<file path="config.mk">
export PLATFORM = sky130hd
export DESIGN_NAME = trnr_skid_flat
export DESIGN_NICKNAME = d
export VERILOG_FILES = /design/src/design/trnr_pkg.sv /design/src/design/trnr_if.sv /design/src/design/trnr_skid.sv /design/src/flat_wrapper.sv
export SDC_FILE = /design/constraint.sdc
export NUM_CORES = 1
export LEC_CHECK = 0
export BUFFER_PORTS_ARGS = -buffer_cell sky130_fd_sc_hd__buf_2
export CAP_MARGIN = 30
export CORE_MARGIN = 4
export CORE_UTILIZATION = 51
export CTS_CLUSTER_DIAMETER = 40
export CTS_CLUSTER_SIZE = 8
export DETAILED_ROUTE_END_ITERATION = 8
export PLACE_DENSITY = 0.86
export RECOVER_POWER = 50
export SLEW_MARGIN = 40
export SYNTH_ARGS = -nofsm -noshare
export SYNTH_HDL_FRONTEND = slang
export SYNTH_SLANG_ARGS = --single-unit
</file>
<file path="constraint.sdc">
create_clock -name clk -period 3.02 [get_ports clk]
set_clock_uncertainty 0.05 [all_clocks]
set_input_delay 0.302 -clock clk [delete_from_list [all_inputs] [get_ports clk]]
set_output_delay 0.302 -clock clk [all_outputs]
set_load 0.01 [all_outputs]
</file>
<file path="src/design/trnr_pkg.sv">
// ----------------------------------------------------------------------------
// trnr_pkg - shared types and constants for the texel remap block
// Texel layout, mode codes, register indexes and fixed-point widths used by
// the input stage, the length pipeline and the divider lanes.
// ----------------------------------------------------------------------------
package trnr_pkg;

  localparam int PIX_W      = 8;
  localparam int CHAN_N     = 4;
  localparam int SEL_W      = 2;
  localparam int CFG_IDX_W  = 2;
  localparam int CFG_DATA_W = 8;

  // signed component s = 2*b - 255
  localparam int S_W        = 9;
  localparam int SQ_W       = 16;
  localparam int SUM_W      = 18;
  localparam int FRAC_BITS  = 16;
  localparam int ROOT_W     = (SUM_W + 2 * FRAC_BITS) / 2;
  localparam int REM_W      = ROOT_W + 2;
  localparam int SUM_STEPS  = ROOT_W - FRAC_BITS;

  // divider lane
  localparam int TOP_W      = ROOT_W + 2;
  localparam int N_W        = ROOT_W + 1 + PIX_W;
  localparam int QUO_W      = 9;
  localparam int DIV_LAT    = QUO_W + 3;

  localparam logic [S_W:0]       S_OFFSET      = (S_W + 1)'(255);
  localparam logic [PIX_W-1:0]   PIX_MAX       = 8'hFF;
  localparam logic [PIX_W-1:0]   PIX_ZERO      = 8'h00;
  localparam logic [PIX_W-1:0]   ZERO_VEC_BYTE = 8'h80;

  localparam logic [CFG_IDX_W-1:0] CFG_TEXTURE_MODE  = 2'd0;
  localparam logic [CFG_IDX_W-1:0] CFG_FIRST_SELECT  = 2'd1;
  localparam logic [CFG_IDX_W-1:0] CFG_SECOND_SELECT = 2'd2;

  typedef enum logic [1:0] {
    MODE_PASS   = 2'd0,
    MODE_NORMAL = 2'd1,
    MODE_TWO_CH = 2'd2,
    MODE_ONE_CH = 2'd3
  } mode_t;

  typedef struct packed {
    logic [PIX_W-1:0] red;
    logic [PIX_W-1:0] green;
    logic [PIX_W-1:0] blue;
    logic [PIX_W-1:0] alpha;
  } texel_t;

  typedef struct packed {
    logic                  normal;
    logic signed [S_W-1:0] sx;
    logic signed [S_W-1:0] sy;
    texel_t                texel;
  } tag_t;

endpackage

</file>
<file path="src/design/trnr_if.sv">


interface trnr_out_if import trnr_pkg::*; ();
  logic             valid;
  logic             ready;
  logic [PIX_W-1:0] red_out;
  logic [PIX_W-1:0] green_out;
  logic [PIX_W-1:0] blue_out;
  logic [PIX_W-1:0] alpha_out;

  modport source (output valid, red_out, green_out, blue_out, alpha_out, input ready);
  modport sink   (input valid, red_out, green_out, blue_out, alpha_out, output ready);
endinterface


</file>
<file path="src/design/trnr_skid.sv">
// ----------------------------------------------------------------------------
// trnr_skid - output register with one skid entry
// Drives the result channel; the skid entry catches the transfer that is in
// flight when the sink stalls, and its full flag freezes the pipeline.
// ----------------------------------------------------------------------------
module trnr_skid import trnr_pkg::*; (
  input  logic        clk,
  input  logic        rst_n,
  input  logic        push_valid,
  input  texel_t      push_data,
  output logic        full,
  trnr_out_if.source  out_txl
);

  logic   out_vld_r, skid_vld_r;
  texel_t out_data_r, skid_data_r;
  logic   push, pop;

  assign push = push_valid & ~skid_vld_r;
  assign pop  = out_vld_r & out_txl.ready;

  always_ff @(posedge clk) begin
    if (!rst_n) begin
      out_vld_r  <= 1'b0;
      skid_vld_r <= 1'b0;
    end else if (skid_vld_r) begin
      if (pop) begin
        skid_vld_r <= 1'b0;
      end
    end else if (push) begin
      if (out_vld_r && !pop) begin
        skid_vld_r <= 1'b1;
      end else begin
        out_vld_r <= 1'b1;
      end
    end else if (pop) begin
      out_vld_r <= 1'b0;
    end
  end

  always_ff @(posedge clk) begin
    if (skid_vld_r) begin
      if (pop) begin
        out_data_r <= skid_data_r;
      end
    end else if (push) begin
      if (out_vld_r && !pop) begin
        skid_data_r <= push_data;
      end else begin
        out_data_r <= push_data;
      end
    end
  end

  assign full              = skid_vld_r;
  assign out_txl.valid     = out_vld_r;
  assign out_txl.red_out   = out_data_r.red;
  assign out_txl.green_out = out_data_r.green;
  assign out_txl.blue_out  = out_data_r.blue;
  assign out_txl.alpha_out = out_data_r.alpha;

endmodule

</file>
<file path="src/flat_wrapper.sv">
// flat-port wrapper written by rule: the top's interface ports become plain ports
module trnr_skid_flat import trnr_pkg::*;
  (clk, rst_n, push_valid, push_data, full, out_txl_valid, out_txl_red_out, out_txl_green_out, out_txl_blue_out, out_txl_alpha_out, out_txl_ready);
  trnr_out_if out_txl_i ();
  input  logic clk;
  input  logic rst_n;
  input  logic push_valid;
  input  texel_t push_data;
  output logic full;
  output wire logic [$bits(out_txl_i.valid)-1:0] out_txl_valid;
  output wire logic [$bits(out_txl_i.red_out)-1:0] out_txl_red_out;
  output wire logic [$bits(out_txl_i.green_out)-1:0] out_txl_green_out;
  output wire logic [$bits(out_txl_i.blue_out)-1:0] out_txl_blue_out;
  output wire logic [$bits(out_txl_i.alpha_out)-1:0] out_txl_alpha_out;
  input wire logic [$bits(out_txl_i.ready)-1:0] out_txl_ready;
  assign out_txl_valid = out_txl_i.valid;
  assign out_txl_red_out = out_txl_i.red_out;
  assign out_txl_green_out = out_txl_i.green_out;
  assign out_txl_blue_out = out_txl_i.blue_out;
  assign out_txl_alpha_out = out_txl_i.alpha_out;
  assign out_txl_i.ready = out_txl_ready;
  trnr_skid u_core (.clk(clk), .rst_n(rst_n), .push_valid(push_valid), .push_data(push_data), .full(full), .out_txl(out_txl_i));
endmodule
</file>
==> out/metrics.cfg <==
[run_status]
status = finished clean

[sta]
relSlewSlack_pct = 5.434
finalSetupViolCount = 0
fin_setup_tns_ns = 0
slew_violations = 0
finalHoldViolations = 0
period_needed_ns = 2.222
period_share_pct = 73.58
max_slew.worst_pin.slew_ns = 1.418
fmax_mhz = 450.0
rsz0062_at_grt = no

[run]
maxCapViolCount = 0

[power]
total_power_mw = 1.847
ir_worst_vdd_uv = 380.7
p_leak_nw = 1.028
power.switching_mw = 0.4113
p_per_area_nw_per_um2 = 615.5
swShare_pct = 22.27
pwr-share-comb_pct = 9.3
clock_power_share_pct = 31.6
sequentialPowerShare_pct = 59.1
p_int_mw = 1.435

[cts]
clkTransAtPathRegs_ns = 0.06
clk-insertion-delay-late_ns = 0.33
cts_root_buf = clkbuf_8
cts.sinks = 66
h-tree-depth = 3
cts_tree = built
holdBufCountCts = 0
cts_buffer_depth = 2
postCtsSetupBuffers = 0
cts_buffers = 9
cts_resized = 0

[placed_design]
portBuffers = 69
dp.final_hpwl_um = 2900
gp_congestion = 0.6823

[min_path]
hp-class = input port to flop

[routing]
ant_nets = 0
via_per_inst = 4.832
avgRoutedWirePerCell_um = 16.20
drt_iter0_drc = 59
route.detailed.drc = 0
finalWirelength_um = 4245
num_vias = 1266
drt_pass1_iterations = 4

[worst_setup_path]
cp.depth = 1
path_cells = and4bb_1
r2r_cells = 1
critPathCapture = u_core.skid_data_r[31]$_DFFE_PP_
max_stage_delay_ns = 1.30
r2r-start = u_core.full$_SDFF_PN0_
required_ns = 2.90
setup.worst_path.start = u_core.full$_SDFF_PN0_
crit_path_start_kind = flop
crit_path_top_delay_cell = and4bb_1
ff2ff_setup_slack_ns = 0.80
cp_data_arrival_time_ns = 2.10
crit_buf_inv = 0
crit_family = simple AND/OR/NAND/NOR gates
reg2reg_to = u_core.skid_data_r[31]$_DFFE_PP_
end_kind = flop
critPathKind = flop to flop
cp_max_fo = 32

[cells_and_area]
regArea_um2 = 1962
syn2layout_area_growth_pct = 17.15
drive_gt1_share_pct = 25.64
nets = 227
fill_cells = 375
multi_input_area_um2 = 509.2
n_antenna_cell = 0

[yosys]
ys_seq_area_share_pct = 76.60
synth_cell_types = 15
syn_nets = 149
syn_inst = 113
syn-cell-area_um2 = 2561
ys_seq_elements = 66
syn_avg_cell_area_um2 = 22.67
ys_warn_count = 0

[die]
floorplan.die_area_um2 = 6220
rows = 25
io_pins = 70
core_um2 = 4786
die_x_um = 78.87
start_util_pct = 53.52
die_h_um = 78.87

[global_route]
grt_pass1_wl_um = 6575
grt_use_total_pct = 14.65
grt_pass1_vias = 1290
grt_antenna_before_repair = 0
grt_max_degree = 33
grt_overflow_total = 0

cell usage after synthesis:
library cell	instances	area share, %
mux2_2	6	2.6
buf_12	3	2.3
inv_1	2	0.29
buf_6	1	0.44
a21oi_1	2	0.39
a211oi_1	1	0.29
dfxtp_1	2	1.6
mux2i_1	1	0.39
and4bb_2	1	0.49
edfxtp_1	64	75
nor2b_1	1	0.24
o21ai_0	1	0.20
nand3b_1	1	0.29
mux2_4	26	15
nand2_1	1	0.15
layer usage:
metal / vias to the layer above / wire [um] / track usage (%)
li1: 599 / - / -
met1: 608 / 1763 / 17.75
met5: - / 0 / 0
met2: 48 / 2059 / 22.50
met4: 0 / 90 / 6.701
met3: 11 / 332 / 6.689
worst min path at each step:
stage | from | endpoint | slack, ns | cells after the start
finish | push_data[17] | u_core.skid_data_r[17]$_DFFE_PP_ | 0.12 | 1
global route | push_data[17] | u_core.skid_data_r[17]$_DFFE_PP_ | 0.09 | 1
CTS | push_data[5] | u_core.skid_data_r[5]$_DFFE_PP_ | 0.09 | 1
detailed placement | push_data[25] | u_core.skid_data_r[25]$_DFFE_PP_ | 0.45 | 1
global placement | push_data[20] | u_core.skid_data_r[20]$_DFFE_PP_ | 0.45 | 1
floorplan | out_txl_ready | u_core.full$_SDFF_PN0_ | 0.35 | 1
cell families after synthesis:
| kind of cell | synth area share (%) |
|---|---|
| buffers and inverters | 3.078 |
| AOI/OAI and AO/OA | 0.8793 |
| DFF | 76.60 |
| muxes | 18.27 |
| and+or+nand+nor | 1.172 |
cells in the final DEF (no fill, tap or decap):
| cell | count |
|---|---|
| mux2i_1 | 1 |
| a21oi_1 | 1 |
| nand2_1 | 1 |
| buf_4 | 2 |
| nor2b_1 | 1 |
| dfxtp_1 | 2 |
| buf_2 | 10 |
| edfxtp_1 | 64 |
| clkinv_1 | 2 |
| nand3b_1 | 1 |
| a211oi_1 | 1 |
| clkbuf_1 | 61 |
| clkinvlp_4 | 1 |
| mux2_2 | 6 |
| o21ai_0 | 1 |
| clkinv_2 | 1 |
| mux2_1 | 6 |
| and4bb_1 | 1 |
| mux2_4 | 20 |
| inv_1 | 2 |
| clkbuf_8 | 9 |
| a21oi_4 | 1 |
registers in the layout, indices dropped and copies added, names as in the netlist:
name,cells
u_core.full,1
u_core.out_txl.blue_out,8
u_core.out_txl.red_out,8
u_core.skid_data_r,32
u_core.out_txl.valid,1
u_core.out_txl.green_out,8
u_core.out_txl.alpha_out,8
power by group through the flow:
stage	clock network (mW)	logic [mW]	registers, mW
2_1_floorplan	0	0.0991	1.13
3_3_place_gp	0	0.187	1.11
3_5_place_dp	0	0.195	1.11
4_1_cts	0.602	0.195	1.09
5_1_grt	0.647	0.188	1.10
6_report	0.584	0.171	1.09
layout make-up:
type | instances | area share, %
sequential | 66 | 65.39
multi-input combinational | 41 | 16.97
timing repair buffer | 71 | 9.550
clock buffer | 11 | 4.379
tap | 67 | 2.794
clock inverter | 4 | 0.6672
inverter | 2 | 0.2502
metrics by stage:
stage          hold slack [ns]  setup slack [ns]  cells  util, %  instance area [um^2]
2_1_floorplan           0.3492            0.1775    113        -                  2561
3_3_place_gp            0.4453             1.201    247    61.57                  2947
3_5_place_dp            0.4473             1.125    247    61.57                  2947
4_1_cts                0.09348             1.109    262    64.73                  3098
5_1_grt                0.08773            0.5925    262    62.69                  3000
6_report                0.1159            0.7978    262    62.69                  3000
No activity file was read; power rests on OpenSTA's default activity.
