`src/design/trnr_pkg.sv`:
```
// ----------------------------------------------------------------------------
// trnr_pkg - shared types and constants for the texel remap block
// Texel layout, mode codes, register indexes and fixed-point widths used by
// the input stage, the length pipeline and the divider lanes.
// ----------------------------------------------------------------------------
package trnr_pkg;

  localparam int PIX_W      = 8;
  localparam int CHAN_N     = 4;
  localparam int SEL_W      = 2;
  localparam int CFG_IDX_W  = 2;
  localparam int CFG_DATA_W = 8;

  // signed component s = 2*b - 255
  localparam int S_W        = 9;
  localparam int SQ_W       = 16;
  localparam int SUM_W      = 18;
  localparam int FRAC_BITS  = 16;
  localparam int ROOT_W     = (SUM_W + 2 * FRAC_BITS) / 2;
  localparam int REM_W      = ROOT_W + 2;
  localparam int SUM_STEPS  = ROOT_W - FRAC_BITS;

  // divider lane
  localparam int TOP_W      = ROOT_W + 2;
  localparam int N_W        = ROOT_W + 1 + PIX_W;
  localparam int QUO_W      = 9;
  localparam int DIV_LAT    = QUO_W + 3;

  localparam logic [S_W:0]       S_OFFSET      = (S_W + 1)'(255);
  localparam logic [PIX_W-1:0]   PIX_MAX       = 8'hFF;
  localparam logic [PIX_W-1:0]   PIX_ZERO      = 8'h00;
  localparam logic [PIX_W-1:0]   ZERO_VEC_BYTE = 8'h80;

  localparam logic [CFG_IDX_W-1:0] CFG_TEXTURE_MODE  = 2'd0;
  localparam logic [CFG_IDX_W-1:0] CFG_FIRST_SELECT  = 2'd1;
  localparam logic [CFG_IDX_W-1:0] CFG_SECOND_SELECT = 2'd2;

  typedef enum logic [1:0] {
    MODE_PASS   = 2'd0,
    MODE_NORMAL = 2'd1,
    MODE_TWO_CH = 2'd2,
    MODE_ONE_CH = 2'd3
  } mode_t;

  typedef struct packed {
    logic [PIX_W-1:0] red;
    logic [PIX_W-1:0] green;
    logic [PIX_W-1:0] blue;
    logic [PIX_W-1:0] alpha;
  } texel_t;

  typedef struct packed {
    logic                  normal;
    logic signed [S_W-1:0] sx;
    logic signed [S_W-1:0] sy;
    texel_t                texel;
  } tag_t;

endpackage

```
`src/design/trnr_sqrt.sv`:
```
// ----------------------------------------------------------------------------
// trnr_sqrt - vector length pipeline
// Squares and sums the three components, then takes floor(sqrt(sum << 32))
// one result bit per stage. The texel tag travels alongside.
// ----------------------------------------------------------------------------
module trnr_sqrt import trnr_pkg::*; (
  input  logic                  clk,
  input  logic                  rst_n,
  input  logic                  en,
  input  logic                  in_valid,
  input  tag_t                  in_tag,
  input  logic signed [S_W-1:0] in_sz,
  output logic                  out_valid,
  output tag_t                  out_tag,
  output logic [ROOT_W-1:0]     out_root
);

  logic signed [2*S_W-1:0] px, py, pz;
  logic [SQ_W-1:0]         sqx_r, sqy_r, sqz_r;
  logic                    sq_vld_r;
  tag_t                    sq_tag_r;
  logic [SUM_W-1:0]        sum_nxt;

  logic                    vld_r  [0:ROOT_W];
  tag_t                    tag_r  [0:ROOT_W];
  logic [ROOT_W-1:0]       root_r [0:ROOT_W];
  logic [REM_W-1:0]        rem_r  [0:ROOT_W-1];
  logic [SUM_W-1:0]        sum_r  [0:SUM_STEPS-1];

  always_comb begin
    px = $signed(in_tag.sx) * $signed(in_tag.sx);
    py = $signed(in_tag.sy) * $signed(in_tag.sy);
    pz = $signed(in_sz) * $signed(in_sz);
    sum_nxt = SUM_W'(sqx_r) + SUM_W'(sqy_r) + SUM_W'(sqz_r);
  end

  always_ff @(posedge clk) begin
    if (!rst_n) begin
      sq_vld_r <= 1'b0;
      vld_r[0] <= 1'b0;
    end else if (en) begin
      sq_vld_r <= in_valid;
      vld_r[0] <= sq_vld_r;
    end
  end

  always_ff @(posedge clk) begin
    if (en) begin
      sqx_r     <= px[SQ_W-1:0];
      sqy_r     <= py[SQ_W-1:0];
      sqz_r     <= pz[SQ_W-1:0];
      sq_tag_r  <= in_tag;
      tag_r[0]  <= sq_tag_r;
      sum_r[0]  <= sum_nxt;
      root_r[0] <= '0;
      rem_r[0]  <= '0;
    end
  end

  for (genvar k = 1; k <= ROOT_W; k++) begin : g_step
    localparam int P = ROOT_W - k;
    logic [1:0]       pair;
    logic [REM_W+1:0] rem_sh;
    logic [REM_W+1:0] trial;
    logic             take;

    if (P >= FRAC_BITS) begin : g_data
      assign pair = sum_r[k-1][2*(P-FRAC_BITS)+1 -: 2];
    end else begin : g_zero
      assign pair = 2'b00;
    end

    assign rem_sh = {rem_r[k-1], pair};
    assign trial  = {2'b00, root_r[k-1], 2'b01};
    assign take   = (rem_sh >= trial);

    always_ff @(posedge clk) begin
      if (!rst_n) begin
        vld_r[k] <= 1'b0;
      end else if (en) begin
        vld_r[k] <= vld_r[k-1];
      end
    end

    always_ff @(posedge clk) begin
      if (en) begin
        tag_r[k]  <= tag_r[k-1];
        root_r[k] <= {root_r[k-1][ROOT_W-2:0], take};
      end
    end

    if (k < ROOT_W) begin : g_rem
      always_ff @(posedge clk) begin
        if (en) begin
          rem_r[k] <= take ? REM_W'(rem_sh - trial) : REM_W'(rem_sh);
        end
      end
    end

    if (k < SUM_STEPS) begin : g_sum
      always_ff @(posedge clk) begin
        if (en) begin
          sum_r[k] <= sum_r[k-1];
        end
      end
    end
  end

  assign out_valid = vld_r[ROOT_W];
  assign out_tag   = tag_r[ROOT_W];
  assign out_root  = root_r[ROOT_W];

endmodule

```
`config.mk`:
```
export PLATFORM = sky130hd
export DESIGN_NAME = trnr_sqrt
export DESIGN_NICKNAME = d
export VERILOG_FILES = /design/src/design/trnr_pkg.sv /design/src/design/trnr_sqrt.sv
export SDC_FILE = /design/constraint.sdc
export NUM_CORES = 2
export LEC_CHECK = 0
export BUFFER_PORTS_ARGS = -buffer_cell sky130_fd_sc_hd__buf_2
export CAP_MARGIN = 30
export CORE_MARGIN = 2
export CORE_UTILIZATION = 50
export CTS_BUF_LIST = sky130_fd_sc_hd__clkbuf_4 sky130_fd_sc_hd__clkbuf_8
export CTS_CLUSTER_DIAMETER = 100
export DETAILED_ROUTE_END_ITERATION = 8
export PLACE_DENSITY_LB_ADDON = 0.08
export RECOVER_POWER = 25
export SYNTH_ARGS = -nofsm -noshare
export SYNTH_HDL_FRONTEND = slang
export SYNTH_SLANG_ARGS = --single-unit
```
`constraint.sdc`:
```
create_clock -name clk -period 13.95 [get_ports clk]
set_input_delay 2.79 -clock clk [delete_from_list [all_inputs] [get_ports clk]]
set_output_delay 2.79 -clock clk [all_outputs]
set_load 0.02 [all_outputs]
```
==> reports/qor.yml <==
run_status:
  status: "finished clean"
clocking:
  cts_max_level: 5
  cts_buffer_depth: 4
  postCtsHoldBufs: 0
  path_clk_slew_ns: 0.06
  cts_buffers: 409
  cts_tree: "built"
  insertion_delay_ns: 1.07
  post_cts_buffers: 0
  cts_resized: 0
  root_buffer: "clkbuf_8"
  cts_sinks: 2458
sta:
  grt_setup_unrepaired: "no"
  relSlewSlack: 0.154
  fin_crit_sh: 0.489
  timing.final.ws_setup_ns: 7.13
  setup_viol: 0
  final_max_slew_viol_count: 0
  max_slew.worst_pin.slew_ns: 1.27
  fmax_mhz: 147
  fin_crit_ns: 6.82
  fin_setup_tns_ns: 0
  whs_ns: 0.347
  clock_skew_ns: 0.0964
  hold_violations: 0
logic_synthesis:
  yosys-top-cells-area: "edfxtp_1 (71%), ha_1 (5.3%), fa_1 (3.5%)"
  syn_inst: 6760
  ys_seq_elements: 2458
  ys_seq_area_frac: 0.710
  syn_avg_cell_area_um2: 15.4
  synth_flop_cell: "edfxtp_1"
  yosysWarnings: 0
  synth-async-reset-ratio: 0
  synth-edff-count: 2456
  yosys.area.top_type_share: 0.709
  yosys.area.top_type: "edfxtp_1"
  netlist_area_mm2: 0.104
  ys_types: 77
route:
  routedWlPerCell_um: 16.1
  via_per_inst: 5.11
  first_pass_iters: 5
  drt-initial-drc-count: 3148
  routed_wl_um: 166000
  detail-route-antenna-nets: 0
  num_vias: 52492
  drc: 0
power:
  combPwrFrac: 0.181
  switching_power_w: 0.00493
  p_per_area_mw_per_mm2: 163
  p_clk_frac: 0.312
  peakVddDrop_uv: 151
  switching_share: 0.262
  internal-power_w: 0.0139
  cellLeakagePower_nw: 44.0
  p_seq_frac: 0.507
cells_and_area:
  drive_gt1_frac: 0.120
  fin_area_mm2: 0.116
  fillers: 16540
  most-common-layout-cells: "edfxtp_1 (2,456), inv_1 (615), ha_1 (443)"
  multi_input_area_mm2: 0.0276
  syn_to_final_growth_pct: 11.5
  layout_commonest_cell: "edfxtp_1"
  seq_area_mm2: 0.0738
  layout.nets: 7957
  fin_cells: 10275
floorplan:
  die_width_um: 460
  io-pin-count: 141
  start_util: 0.503
  die_area_mm2: 0.212
  core_area_mm2: 0.207
  die_h_um: 460
  rows: 167
place:
  gp_congestion: 0.818
  place_ws_ns: 6.08
  port_buffers: 140
  post-place-cells: 9560
  dpl_cell_area_mm2: 0.108
  dp_hpwl_um: 109000
flow_run:
  maxCapViolCount: 0
worst_setup_path:
  crit_arrival_ns: 7.60
  crit_chain: "buf_2, inv_1, nor2_1, inv_1, fa_1, inv_1, fa_1, fa_1, fa_1, fa_1, ha_1, inv_1, nor2_1, nor2_1, o21bai_1, a21oi_1, o21ai_0, a21o_1, a21oi_1, xnor2_1"
  cpPeakStageDelay_ns: 0.57
  rrSetupSlack_ns: 9.53
  critPathSlowestCell: "fa_1"
  crit_path_end_kind: "flip-flop"
  worstPathMaxFanout: 10
  worst-setup-path-type: "input port to flip-flop"
  crit_family: "adder cells"
  crit_buf_inv: 5
  crit_required_ns: 14.73
  start_kind: "input port"
  critPathMostFrequentCell: "fa_1"
grt:
  grt_pass1_wl_um: 271000
  grt_max_degree: 204
  antenna_found_initial: 3
  overflow: 0
  globalRouteTotalUtil: 0.158
  grt_pass1_vias: 53524
hold_path:
  hold_path.class: "flip-flop to flip-flop"
-- final cells by class --
| cell class | count | share of cell area |
|---|---|---|
| sequential | 2458 | 0.636 |
| clock buffer | 550 | 0.0581 |
| tap | 2704 | 0.0292 |
| antenna | 4 | 0.0000863 |
| multi-input combinational | 3602 | 0.238 |
| timing repair buffer | 182 | 0.0107 |
| clock inverter | 160 | 0.00755 |
| inverter | 615 | 0.0199 |
-- registers in the layout, summed over array words and instances (netlist names) --
name      cells
sum_r        90
root_r      310
sq_vld_r      1
sqx_r        15
sqz_r        15
rem_r       611
vld_r        26
sqy_r        15
sq_tag_r     49
tag_r      1326
-- cell families after synthesis --
kind of cell | after synthesis | share of synthesized area
other | 1 | 0.0000361
xor gates and xnor gates | 506 | 0.0426
and+or+nand+nor | 1402 | 0.0663
buffers and inverters | 703 | 0.0254
AOI/OAI and AO/OA | 991 | 0.0597
muxes | 74 | 0.00793
DFF | 2458 | 0.710
adders and majority gates | 625 | 0.0883
-- Yosys cell counts, types with 8 or more instances --
cell	n
nand4_1	28
and3_1	43
o41ai_1	10
a31o_2	15
nand2b_1	69
or4_1	34
nor4_1	57
nand3_1	63
nand2_1	419
o31ai_1	46
fa_1	182
nor2_1	294
o211ai_1	18
inv_1	615
and2_1	68
mux2_2	67
or2_2	23
clkbuf_1	82
a21boi_0	8
a21o_1	110
xnor2_1	282
o21ai_0	283
o21bai_1	47
xor2_1	224
ha_1	443
nor3_1	144
o21a_1	61
a31oi_1	21
a211oi_1	35
nand3b_1	14
a21oi_1	262
edfxtp_1	2456
or3_1	54
nor2b_1	54
a211o_1	12
-- stage by stage --
| step | util | total power (W) |
|---|---|---|
| 2_1_floorplan | - | 0.0122 |
| 3_3_place_gp | 0.523 | 0.0131 |
| 3_5_place_dp | 0.524 | 0.0131 |
| 4_1_cts | 0.560 | 0.0192 |
| 5_1_grt | 0.560 | 0.0200 |
| 6_report | 0.560 | 0.0188 |
-- path summary, 6_finish.rpt --
path	startpoint	endpoint	depth (start not counted)
worst max-delay path	in_tag[48]	sqx_r[15]	20
worst min-delay path	tag_r[4][8]	tag_r[5][8]	0
worst max register to register	rem_r[2][136]	rem_r[2][188]	11
worst min register to register	tag_r[4][8]	tag_r[5][8]	0
-- worst reg2reg max path: stages, from the launching register on --
cell       delay (ns)
edfxtp_1         0.45
ha_1             0.32
a21oi_1          0.23
o22ai_1          0.21
o21bai_1         0.27
a32oi_1          0.24
a21o_1           0.21
a2111oi_0        0.47
and2_1           0.64
inv_1            0.65
o311ai_0         0.32
xnor2_1          0.12
-- power groups by stage --
stage	Sequential (W)	Combinational [W]	Clock, W
after CTS	0.00957	0.00345	0.00615
after global placement	0.00970	0.00337	0
after global routing	0.00964	0.00391	0.00649
after detailed placement	0.00972	0.00342	0
after floorplan	0.00955	0.00262	0
final	0.00956	0.00340	0.00588
-- routing by layer --
layer	vias to the layer above	part of all wire	track usage
li1	25956	-	-
met1	25339	0.45	0.203
met2	874	0.49	0.267
met3	323	0.042	0.0353
met4	0	0.024	0.0501
met5	-	0	0
Power figures use the tool's default switching activity.
