--- src/design/trnr_pkg.sv ---
// ----------------------------------------------------------------------------
// trnr_pkg - shared types and constants for the texel remap block
// Texel layout, mode codes, register indexes and fixed-point widths used by
// the input stage, the length pipeline and the divider lanes.
// ----------------------------------------------------------------------------
package trnr_pkg;

  localparam int PIX_W      = 8;
  localparam int CHAN_N     = 4;
  localparam int SEL_W      = 2;
  localparam int CFG_IDX_W  = 2;
  localparam int CFG_DATA_W = 8;

  // signed component s = 2*b - 255
  localparam int S_W        = 9;
  localparam int SQ_W       = 16;
  localparam int SUM_W      = 18;
  localparam int FRAC_BITS  = 16;
  localparam int ROOT_W     = (SUM_W + 2 * FRAC_BITS) / 2;
  localparam int REM_W      = ROOT_W + 2;
  localparam int SUM_STEPS  = ROOT_W - FRAC_BITS;

  // divider lane
  localparam int TOP_W      = ROOT_W + 2;
  localparam int N_W        = ROOT_W + 1 + PIX_W;
  localparam int QUO_W      = 9;
  localparam int DIV_LAT    = QUO_W + 3;

  localparam logic [S_W:0]       S_OFFSET      = (S_W + 1)'(255);
  localparam logic [PIX_W-1:0]   PIX_MAX       = 8'hFF;
  localparam logic [PIX_W-1:0]   PIX_ZERO      = 8'h00;
  localparam logic [PIX_W-1:0]   ZERO_VEC_BYTE = 8'h80;

  localparam logic [CFG_IDX_W-1:0] CFG_TEXTURE_MODE  = 2'd0;
  localparam logic [CFG_IDX_W-1:0] CFG_FIRST_SELECT  = 2'd1;
  localparam logic [CFG_IDX_W-1:0] CFG_SECOND_SELECT = 2'd2;

  typedef enum logic [1:0] {
    MODE_PASS   = 2'd0,
    MODE_NORMAL = 2'd1,
    MODE_TWO_CH = 2'd2,
    MODE_ONE_CH = 2'd3
  } mode_t;

  typedef struct packed {
    logic [PIX_W-1:0] red;
    logic [PIX_W-1:0] green;
    logic [PIX_W-1:0] blue;
    logic [PIX_W-1:0] alpha;
  } texel_t;

  typedef struct packed {
    logic                  normal;
    logic signed [S_W-1:0] sx;
    logic signed [S_W-1:0] sy;
    texel_t                texel;
  } tag_t;

endpackage

--- src/design/trnr_div.sv ---
// ----------------------------------------------------------------------------
// trnr_div - renormalize lane for one channel
// Forms (255*(Lf + s<<16) + Lf) / (2*Lf) with a restoring divider, one
// quotient bit per stage, then applies the zero-vector, nonpositive and
// saturation rules.
// ----------------------------------------------------------------------------
module trnr_div import trnr_pkg::*; (
  input  logic                  clk,
  input  logic                  rst_n,
  input  logic                  en,
  input  logic                  in_valid,
  input  logic signed [S_W-1:0] in_s,
  input  logic [ROOT_W-1:0]     in_lf,
  output logic                  out_valid,
  output logic [PIX_W-1:0]      out_byte
);

  logic [TOP_W-1:0]   top_nxt;
  logic               vld_a_r, zero_a_r;
  logic [TOP_W-1:0]   top_a_r;
  logic [ROOT_W-1:0]  lf_a_r;
  logic [TOP_W-2:0]   top_u;
  logic               nonpos_nxt;
  logic [N_W-1:0]     num_nxt;

  logic               vld_r    [0:QUO_W];
  logic               zero_r   [0:QUO_W];
  logic               nonpos_r [0:QUO_W];
  logic [QUO_W-1:0]   quo_r    [0:QUO_W];
  logic [N_W-1:0]     rem_r    [0:QUO_W-1];
  logic [ROOT_W:0]    den_r    [0:QUO_W-1];

  logic               out_vld_r;
  logic [PIX_W-1:0]   out_byte_r;
  logic [PIX_W-1:0]   byte_nxt;

  always_comb begin
    top_nxt = {{(TOP_W-ROOT_W){1'b0}}, in_lf}
            + {{(TOP_W-S_W-FRAC_BITS){in_s[S_W-1]}}, in_s, {FRAC_BITS{1'b0}}};
    top_u      = top_a_r[TOP_W-2:0];
    nonpos_nxt = top_a_r[TOP_W-1] | (top_a_r == '0);
    num_nxt    = {top_u, {PIX_W{1'b0}}} - N_W'(top_u) + N_W'(lf_a_r);
  end

  always_ff @(posedge clk) begin
    if (!rst_n) begin
      vld_a_r  <= 1'b0;
      vld_r[0] <= 1'b0;
    end else if (en) begin
      vld_a_r  <= in_valid;
      vld_r[0] <= vld_a_r;
    end
  end

  always_ff @(posedge clk) begin
    if (en) begin
      zero_a_r    <= (in_lf == '0);
      top_a_r     <= top_nxt;
      lf_a_r      <= in_lf;
      zero_r[0]   <= zero_a_r;
      nonpos_r[0] <= nonpos_nxt;
      quo_r[0]    <= '0;
      rem_r[0]    <= num_nxt;
      den_r[0]    <= {lf_a_r, 1'b0};
    end
  end

  for (genvar i = 1; i <= QUO_W; i++) begin : g_bit
    localparam int B = QUO_W - i;
    logic [N_W-1:0] dsh;
    logic           take;

    assign dsh  = N_W'(den_r[i-1]) << B;
    assign take = (rem_r[i-1] >= dsh);

    always_ff @(posedge clk) begin
      if (!rst_n) begin
        vld_r[i] <= 1'b0;
      end else if (en) begin
        vld_r[i] <= vld_r[i-1];
      end
    end

    always_ff @(posedge clk) begin
      if (en) begin
        zero_r[i]   <= zero_r[i-1];
        nonpos_r[i] <= nonpos_r[i-1];
        quo_r[i]    <= {quo_r[i-1][QUO_W-2:0], take};
      end
    end

    if (i < QUO_W) begin : g_carry
      always_ff @(posedge clk) begin
        if (en) begin
          rem_r[i] <= take ? (rem_r[i-1] - dsh) : rem_r[i-1];
          den_r[i] <= den_r[i-1];
        end
      end
    end
  end

  always_comb begin
    if (zero_r[QUO_W]) begin
      byte_nxt = ZERO_VEC_BYTE;
    end else if (nonpos_r[QUO_W]) begin
      byte_nxt = PIX_ZERO;
    end else if (quo_r[QUO_W][QUO_W-1:PIX_W] != '0) begin
      byte_nxt = PIX_MAX;
    end else begin
      byte_nxt = quo_r[QUO_W][PIX_W-1:0];
    end
  end

  always_ff @(posedge clk) begin
    if (!rst_n) begin
      out_vld_r <= 1'b0;
    end else if (en) begin
      out_vld_r <= vld_r[QUO_W];
    end
  end

  always_ff @(posedge clk) begin
    if (en) begin
      out_byte_r <= byte_nxt;
    end
  end

  assign out_valid = out_vld_r;
  assign out_byte  = out_byte_r;

endmodule

--- config.mk ---
export PLATFORM = sky130hd
export DESIGN_NAME = trnr_div
export DESIGN_NICKNAME = d
export VERILOG_FILES = /design/src/design/trnr_pkg.sv /design/src/design/trnr_div.sv
export SDC_FILE = /design/constraint.sdc
export NUM_CORES = 1
export LEC_CHECK = 0
export ABC_AREA = 1
export BUFFER_PORTS_ARGS = -buffer_cell sky130_fd_sc_hd__buf_2
export CORE_UTILIZATION = 55
export DETAILED_ROUTE_END_ITERATION = 6
export GPL_ROUTABILITY_DRIVEN = 0
export PLACE_DENSITY = 0.71
export SYNTH_ARGS = -nofsm -noshare
export SYNTH_HDL_FRONTEND = slang
export SYNTH_SLANG_ARGS = --single-unit
--- constraint.sdc ---
create_clock -name clk -period 4.4 [get_ports clk]
set_input_delay 0.88 -clock clk [delete_from_list [all_inputs] [get_ports clk]]
set_output_delay 0.88 -clock clk [all_outputs]
set_load 0.005 [all_outputs]
==> results of run 1 <==
-- through the flow --
| step | util (%) | power [mW] | hold slack, ns | setup WS, ns | instance area, um^2 |
|---|---|---|---|---|---|
| after floorplan | - | 20.1 | 0.400 | 1.83 | 41700 |
| after global placement | 57.6 | 23.9 | 0.401 | 1.40 | 43000 |
| after detailed placement | 57.6 | 24.1 | 0.405 | 1.38 | 43000 |
| after CTS | 60.6 | 29.9 | 0.392 | 1.48 | 45200 |
| after global routing | 60.6 | 32.3 | 0.408 | 1.14 | 45200 |
| final | 60.6 | 30.0 | 0.414 | 1.38 | 45200 |
-- path summary, 6_finish.rpt --
check | start | to | slack (ns) | cells past startpoint
setup reg to reg | top_a_r[12]$_DFFE_PP_ | rem_r[0][33]$_DFFE_PP_ | 1.38 | 12
setup / recovery | top_a_r[12]$_DFFE_PP_ | rem_r[0][33]$_DFFE_PP_ | 1.38 | 12
hold reg to reg | nonpos_r[7]$_DFFE_PP_ | nonpos_r[8]$_DFFE_PP_ | 0.41 | 0
hold / removal | nonpos_r[7]$_DFFE_PP_ | nonpos_r[8]$_DFFE_PP_ | 0.41 | 0
-- power groups by stage --
stage	clock network [mW]	registers, mW	logic, mW
CTS	5.73	9.51	14.6
finish	5.64	9.53	14.8
detailed placement	0	9.61	14.5
global placement	0	9.60	14.3
floorplan	0	9.02	11.1
global route	5.94	9.62	16.7
-- cell families after synthesis --
kind of cell | after synthesis | synth area share [%]
compound gates | 270 | 3.77
xor+xnor | 144 | 3.02
fa+ha+maj | 296 | 9.22
buf+inv | 1191 | 11.2
flops | 602 | 43.3
simple gates | 2988 | 29.5
-- synth_stat cells, types with 2 or more instances --
library cell  number  area [um^2]
fa_1              19          380
or2_2             15         93.8
a21oi_1          155          776
o21bai_1          13         97.6
nand3_1          255         1280
a21o_1             9         67.6
nand2_4            4         45.0
nand3_4            3         52.6
nand3_2            6         60.1
a21oi_2           22          193
nand2_2           15         93.8
nor3_1            34          170
a211oi_1           3         22.5
clkbuf_1           2         7.51
inv_4              3         18.8
ha_1             277         3470
inv_1           1135         4260
and2_1            12         75.1
nor2_1           358         1340
nor4_1            10         62.6
dfxtp_1            3         60.1
o21ai_2           11         96.3
and3_1             4         25.0
o21ai_0           49          245
nor2_2            19          119
xor2_1           117         1020
buf_6             22          248
edfxtp_1         599        18000
xnor2_1           27          236
o21ai_1            3         15.0
nand2_1         2111         7920
buf_4              9         67.6
inv_2             12         45.0
nand4_1           93          582
buf_2              7         35.0
nor3b_1            2         15.0
nand3b_1          42          315
-- critical path: stages, from the launching register on --
cell and delay (ns):
edfxtp_1 0.49, inv_1 0.18, fa_1 0.55, inv_1 0.05, ha_1 0.37, a21oi_1 0.22
o21ai_0 0.20, a21oi_1 0.30, nor2_1 0.07, nor2_1 0.13, nand2_1 0.06, nand2_1 0.05
nand2_1 0.08
-- registers in the layout (all words and copies together), names as in the netlist --
signal and cells:
out_byte 8, out_valid 1, quo_r 45, top_a_r 27, nonpos_r 10, lf_a_r 9, den_r 225, vld_r 10
rem_r 255, zero_r 10, vld_a_r 1, zero_a_r 1
-- area by class of cell --
| cell class | instances | area share (%) |
|---|---|---|
| Multi-Input combinational cell | 3698 | 42.0 |
| Sequential cell | 602 | 39.9 |
| Inverter | 1151 | 9.57 |
| Clock buffer | 75 | 3.77 |
| Tap cell | 969 | 2.68 |
| Clock inverter | 42 | 1.18 |
| Timing Repair Buffer | 59 | 0.940 |
-- per-layer routing --
| layer | vias to the layer above | part of all wire, % | track usage, % | wire length, um |
|---|---|---|---|---|
| li1 | 17300 | - | - | - |
| met1 | 15700 | 42 | 36.0 | 45600 |
| met2 | 1228 | 48 | 48.9 | 52100 |
| met3 | 255 | 6.6 | 3.18 | 7220 |
| met4 | 0 | 3.9 | 11.6 | 4310 |
| met5 | - | 0 | 0 | 0 |
==> flow_metrics.env, run 1 <==
export IMPL_timing_fmax_mhz=331
export IMPL_hp_class="reg -> reg"
export IMPL_worstSkewPairLatency_ns=0.65
export IMPL_initial_core_util_pct=55.9
export IMPL_grt_max_degree=89
export IMPL_die_area_um2=77000
export IMPL_gr_usage_all_layers_pct=28.3
export IMPL_holdBufCountCts=0
export IMPL_combPwrFrac_pct=49.5
export IMPL_die_w_um=277
export IMPL_yosys_warnings=0
export IMPL_clockRootBuffer="clkbuf_16"
export IMPL_finClkSkew_ns=0.0490
export IMPL_layout_area_overhead_vs_synth_pct=8.43
export IMPL_nFillCells=6682
export IMPL_drt_total_wl_mm=109
export IMPL_cts_buffer_depth=3
export IMPL_chipHeight_um=277
export IMPL_tightest_slew_ns=0.821
export IMPL_ant_nets=0
export IMPL_layout_common_cells="nand2_1 (2111), inv_1 (1135), edfxtp_1 (599)"
export IMPL_ys_ff_latch=602
export IMPL_async_reset_ff_share_pct=0
export IMPL_power_density_nw_per_um2=664
export IMPL_io_buffers=46
export IMPL_worstSetupEndpointType="flip-flop"
export IMPL_multi_input_area_um2=19000
export IMPL_crit_path_max_fanout=5
export IMPL_place_inst=6479
export IMPL_yosysSeqAreaShare_pct=43.3
export IMPL_final_nets=5913
export IMPL_leakagePower_nw=23.4
export IMPL_synth_edf_count=599
export IMPL_syn_num_nets=5825
export IMPL_drv_slew=0
export IMPL_io_pins=47
export IMPL_slew_headroom_pct=45.2
export IMPL_crit_type="reg -> reg"
export IMPL_yosysUniqueCellTypes=48
export IMPL_final_common_cell="nand2_1"
export IMPL_drive_gt1_share_pct=4.80
export IMPL_vdd_drop_max_mv=0.356
export IMPL_ctsResizeCount=0
export IMPL_drtIter0Drc=3391
export IMPL_ff_latch_area_um2=18000
export IMPL_seqPwrFrac_pct=31.8
export IMPL_fin_setup_tns_ns=0
export IMPL_vias=34600
export IMPL_first_pass_iters=6
export IMPL_power_internal_mw=16.6
export IMPL_avgSynthCellArea_um2=7.60
export IMPL_fin_crit_ns=3.02
export IMPL_rsz0062_at_grt="false"
export IMPL_setup_viol=0
export IMPL_cap_violations=0
export IMPL_status="finished, final reports clean"
export IMPL_grt_pass1_vias=32500
export IMPL_h_tree_depth=3
export IMPL_clock_power_share_pct=18.8
export IMPL_antenna_found_initial=0
export IMPL_fin_cells=6596
export IMPL_core_um2=74700
export IMPL_hpwl_mm=87.0
export IMPL_cts_setup_buffers=0
export IMPL_crit_arrival_ns=3.40
export IMPL_cts_made_buffers=67
export IMPL_p_switching_mw=13.4
export IMPL_startpoint_type="flip-flop"
export IMPL_grt_pass1_wl_mm=171
export IMPL_hold_viol=0
export IMPL_netlist_area_um2=41700
export IMPL_yosys_most_used_dff="edfxtp_1"
export IMPL_viasPerCell=5.24
export IMPL_detail_route_drc_violations=0
export IMPL_synthCells=5491
export IMPL_cp_required_ns=4.78
export IMPL_cts_tree="done"
export IMPL_cts_sinks=602
export IMPL_p_sw_share_pct=44.6
export IMPL_overflow=0
export IMPL_antennaDiodeCount=0
export IMPL_fin_crit_sh_pct=68.7
export IMPL_avgRoutedWirePerCell_um=16.6
export IMPL_rows=100
export IMPL_clk_pin_slew_worst_paths_ns=0.06
Note: power is estimated with default switching activity, not from simulation.
==> run 2: changes to the inputs <==
--- a/config.mk
+++ b/config.mk
@@ -5,12 +5,12 @@
 export SDC_FILE = /design/constraint.sdc
 export NUM_CORES = 1
 export LEC_CHECK = 0
-export ABC_AREA = 1
+export ABC_AREA = 0
 export BUFFER_PORTS_ARGS = -buffer_cell sky130_fd_sc_hd__buf_2
 export CORE_UTILIZATION = 55
 export DETAILED_ROUTE_END_ITERATION = 6
 export GPL_ROUTABILITY_DRIVEN = 0
-export PLACE_DENSITY = 0.71
+export PLACE_DENSITY = 0.74
 export SYNTH_ARGS = -nofsm -noshare
 export SYNTH_HDL_FRONTEND = slang
 export SYNTH_SLANG_ARGS = --single-unit
==> constraint.sdc (replaced) <==
create_clock -name clk -period 2.45 [get_ports clk]
set_input_delay 0.49 -clock clk [delete_from_list [all_inputs] [get_ports clk]]
set_output_delay 0.49 -clock clk [all_outputs]
set_load 0.005 [all_outputs]
==> flow_metrics.env, run 2 <==
export IMPL_crit_chain="inv_2 > buf_12 > fa_1 > inv_2 > ha_4 > nand4_1 > o21ai_2 > o22ai_2 > a21o_1 > a31o_4 > o41ai_4 > or4_1 > o311ai_1 > xnor2_1"
export IMPL_timing_fmax_mhz=304
export IMPL_wl_met2_mm=59.1
export IMPL_status="finished, violations left"
export IMPL_yosysUniqueCellTypes=96
export IMPL_yosys_most_used_dff="edfxtp_1"
export IMPL_fin_crit_sh_pct=134
export IMPL_synth_compound_area_share_pct=15.0
export IMPL_h_tree_depth=3
export IMPL_muxShareOfSynthArea_pct=1.92
export IMPL_io_pins=47
export IMPL_grt_max_degree=83
export IMPL_critPathMaxStageDelay_ns=0.53
export IMPL_avgSynthCellArea_um2=11.2
export IMPL_tightest_slew_ns=0.651
export IMPL_viasPerCell=5.99
export IMPL_clockRootBuffer="clkbuf_16"
export IMPL_worstSetupEndpointType="flip-flop"
export IMPL_yosysSeqAreaShare_pct=51.8
export IMPL_crit_type="reg -> reg"
export IMPL_synth_edf_count=599
export IMPL_power_density_nw_per_um2=1320
export IMPL_core_um2=62200
export IMPL_leakagePower_nw=21.8
export IMPL_pre_cts_ws_ns=-0.825
export IMPL_die_w_um=254
export IMPL_avgRoutedWirePerCell_um=22.1
export IMPL_drive_gt1_share_pct=43.9
export IMPL_holdBufCountCts=0
export IMPL_top_layer_used="met4"
export IMPL_detail_route_drc_violations=0
export IMPL_ys_ff_latch=602
export IMPL_rows=91
export IMPL_vdd_drop_max_mv=0.731
export IMPL_ant_nets=0
export IMPL_slowest_stage="fa_1"
export IMPL_antennaDiodeCount=0
export IMPL_chipHeight_um=254
export IMPL_grt_pass1_wl_mm=143
export IMPL_yosysTopAreaCell="edfxtp_1"
export IMPL_place_area_um2=43600
export IMPL_hpwl_mm=62.2
export IMPL_synth_top_area_share_pct=51.6
export IMPL_die_area_um2=64400
export IMPL_first_pass_iters=6
export IMPL_p_total_mw=67.6
export IMPL_hp_class="in -> reg"
export IMPL_synth_most_common_cell="edfxtp_1"
export IMPL_grt_pass1_vias=30000
export IMPL_worstSkewPairLatency_ns=0.64
export IMPL_synth_top_family_by_area="compound AO/OA/AOI/OAI gates"
export IMPL_netlist_area_um2=34800
export IMPL_yosys_area_share_simple_pct=9.77
export IMPL_rsz0062_at_grt="true"
export IMPL_drtIter0Drc=2473
export IMPL_final_setup_worst_slack_ns=-0.836
export IMPL_slew_headroom_pct=56.2
export IMPL_overflow=0
export IMPL_clk_pin_slew_worst_paths_ns=0.06
export IMPL_cp_required_ns=2.81
export IMPL_largestRegisters="rem_r x255, den_r x225, quo_r x45"
export IMPL_fin_crit_ns=3.29
export IMPL_final_common_cell="buf_4"
export IMPL_layout_area_overhead_vs_synth_pct=46.5
export IMPL_cts_sinks=602
export IMPL_finClkSkew_ns=0.0278
export IMPL_wl_met3_mm=6.40
export IMPL_io_buffers=46
export IMPL_vias=30800
export IMPL_synthCells=3123
export IMPL_drt_total_wl_mm=114
export IMPL_cts_buffer_depth=3
export IMPL_synth_xor_area_share_pct=5.78
export IMPL_hold_viol=0
export IMPL_cp_common_cell="inv_2"
export IMPL_syn_num_nets=3457
export IMPL_cts_made_buffers=68
export IMPL_violations="negative setup slack"
export IMPL_cts_tree="done"
export IMPL_synthAdderAreaFrac_pct=11.0
export IMPL_final_nets=4577
export IMPL_max_flop_register="rem_r"
export IMPL_startpoint_type="flip-flop"
export IMPL_antenna_found_initial=0
export IMPL_cap_violations=0
export IMPL_crit_path_max_fanout=3
export IMPL_gr_usage_all_layers_pct=27.9
export IMPL_drv_slew=0
export IMPL_yosys_warnings=0
export IMPL_drt_met1_wl_mm=36.8
export IMPL_async_reset_ff_share_pct=0
export IMPL_layout_common_cells="buf_4 (906), edfxtp_1 (599), inv_1 (291)"
export IMPL_crit_arrival_ns=3.65
export IMPL_initial_core_util_pct=56.0
export IMPL_yosys_top_cells_count="edfxtp_1 (599), inv_1 (348), ha_1 (277), a21oi_1 (275), nor2_1 (193)"
export IMPL_design_area_um2=51000
export IMPL_setup_viol=257
export IMPL_yosys_top_cells_area="edfxtp_1 (52%), ha_1 (9.9%), a21oi_1 (4.0%)"
export IMPL_largest_reg_flops=255
export IMPL_crit_buf_inv=3
export IMPL_cp_top_family="compound AO/OA/AOI/OAI gates"
==> run 2: layout make-up <==
class                      instances  area, um^2
clock buffer                      90        1850
clock inverter                    34         284
fill                            2903       11100
inverter                         349        1340
multi-input combinational       2107       19100
sequential                       602       18000
tap                              837        1050
timing repair buffer            1113        9390
timing repair inverter             2        15.0
==> run 2: metal layers <==
| layer | vias up | track usage, % |
|---|---|---|
| met5 | - | 0 |
| met4 | 0 | 19.3 |
| met3 | 753 | 3.88 |
| met2 | 1699 | 54.2 |
| met1 | 14700 | 26.7 |
| li1 | 13600 | - |
==> run 2: path summary, 6_finish.rpt <==
kind / slack, ns / depth (start not counted) / endpoint / from
worst max-delay path: -0.84 / 14 / rem_r[0][32]$_DFFE_PP_ / top_a_r[9]$_DFFE_PP_
worst min-delay path: 0.05 / 1 / top_a_r[5]$_DFFE_PP_ / in_lf[5]
worst max register to register: -0.84 / 14 / rem_r[0][32]$_DFFE_PP_ / top_a_r[9]$_DFFE_PP_
worst min register to register: 0.42 / 0 / quo_r[9][6]$_DFFE_PP_ / quo_r[8][5]$_DFFE_PP_
==> run 2: where the power goes <==
| group | internal (mW) | total [mW] | switching (mW) | leakage [nW] |
|---|---|---|---|---|
| combinational | 20.1 | 40.1 | 20.0 | 14.9 |
| clock | 5.74 | 10.0 | 4.28 | 1.05 |
| sequential | 15.4 | 17.5 | 2.06 | 5.85 |
==> run 2: kinds of logic (layout without fill, tap and decap cells) <==
logic type,Yosys count,in the layout
buffers and inverters,414,1588
DFF,602,602
muxes,55,55
AOI/OAI and AO/OA,822,822
and+or+nand+nor,704,704
adders and majority gates,296,296
xor gates and xnor gates,230,230
==> run 2: stage by stage <==
stage	hold slack, ns	std cells	util [%]	TNS [ns]
finish	0.0502	5134	82.1	-128.67
global route	0.0481	5134	82.1	-147.77
floorplan	0.400	3123	-	-29.82
detailed placement	0.405	4796	70.1	-110.42
global placement	0.401	4796	70.1	-90.66
CTS	0.0444	5008	76.8	-92.58
==> run 2: repair_timing <==
action	in CTS	in global routing
resized for setup	309	536
pin swaps	150	231
buffers inserted	80	136
gates cloned	12	13
endpoints found under the setup margin	256	256
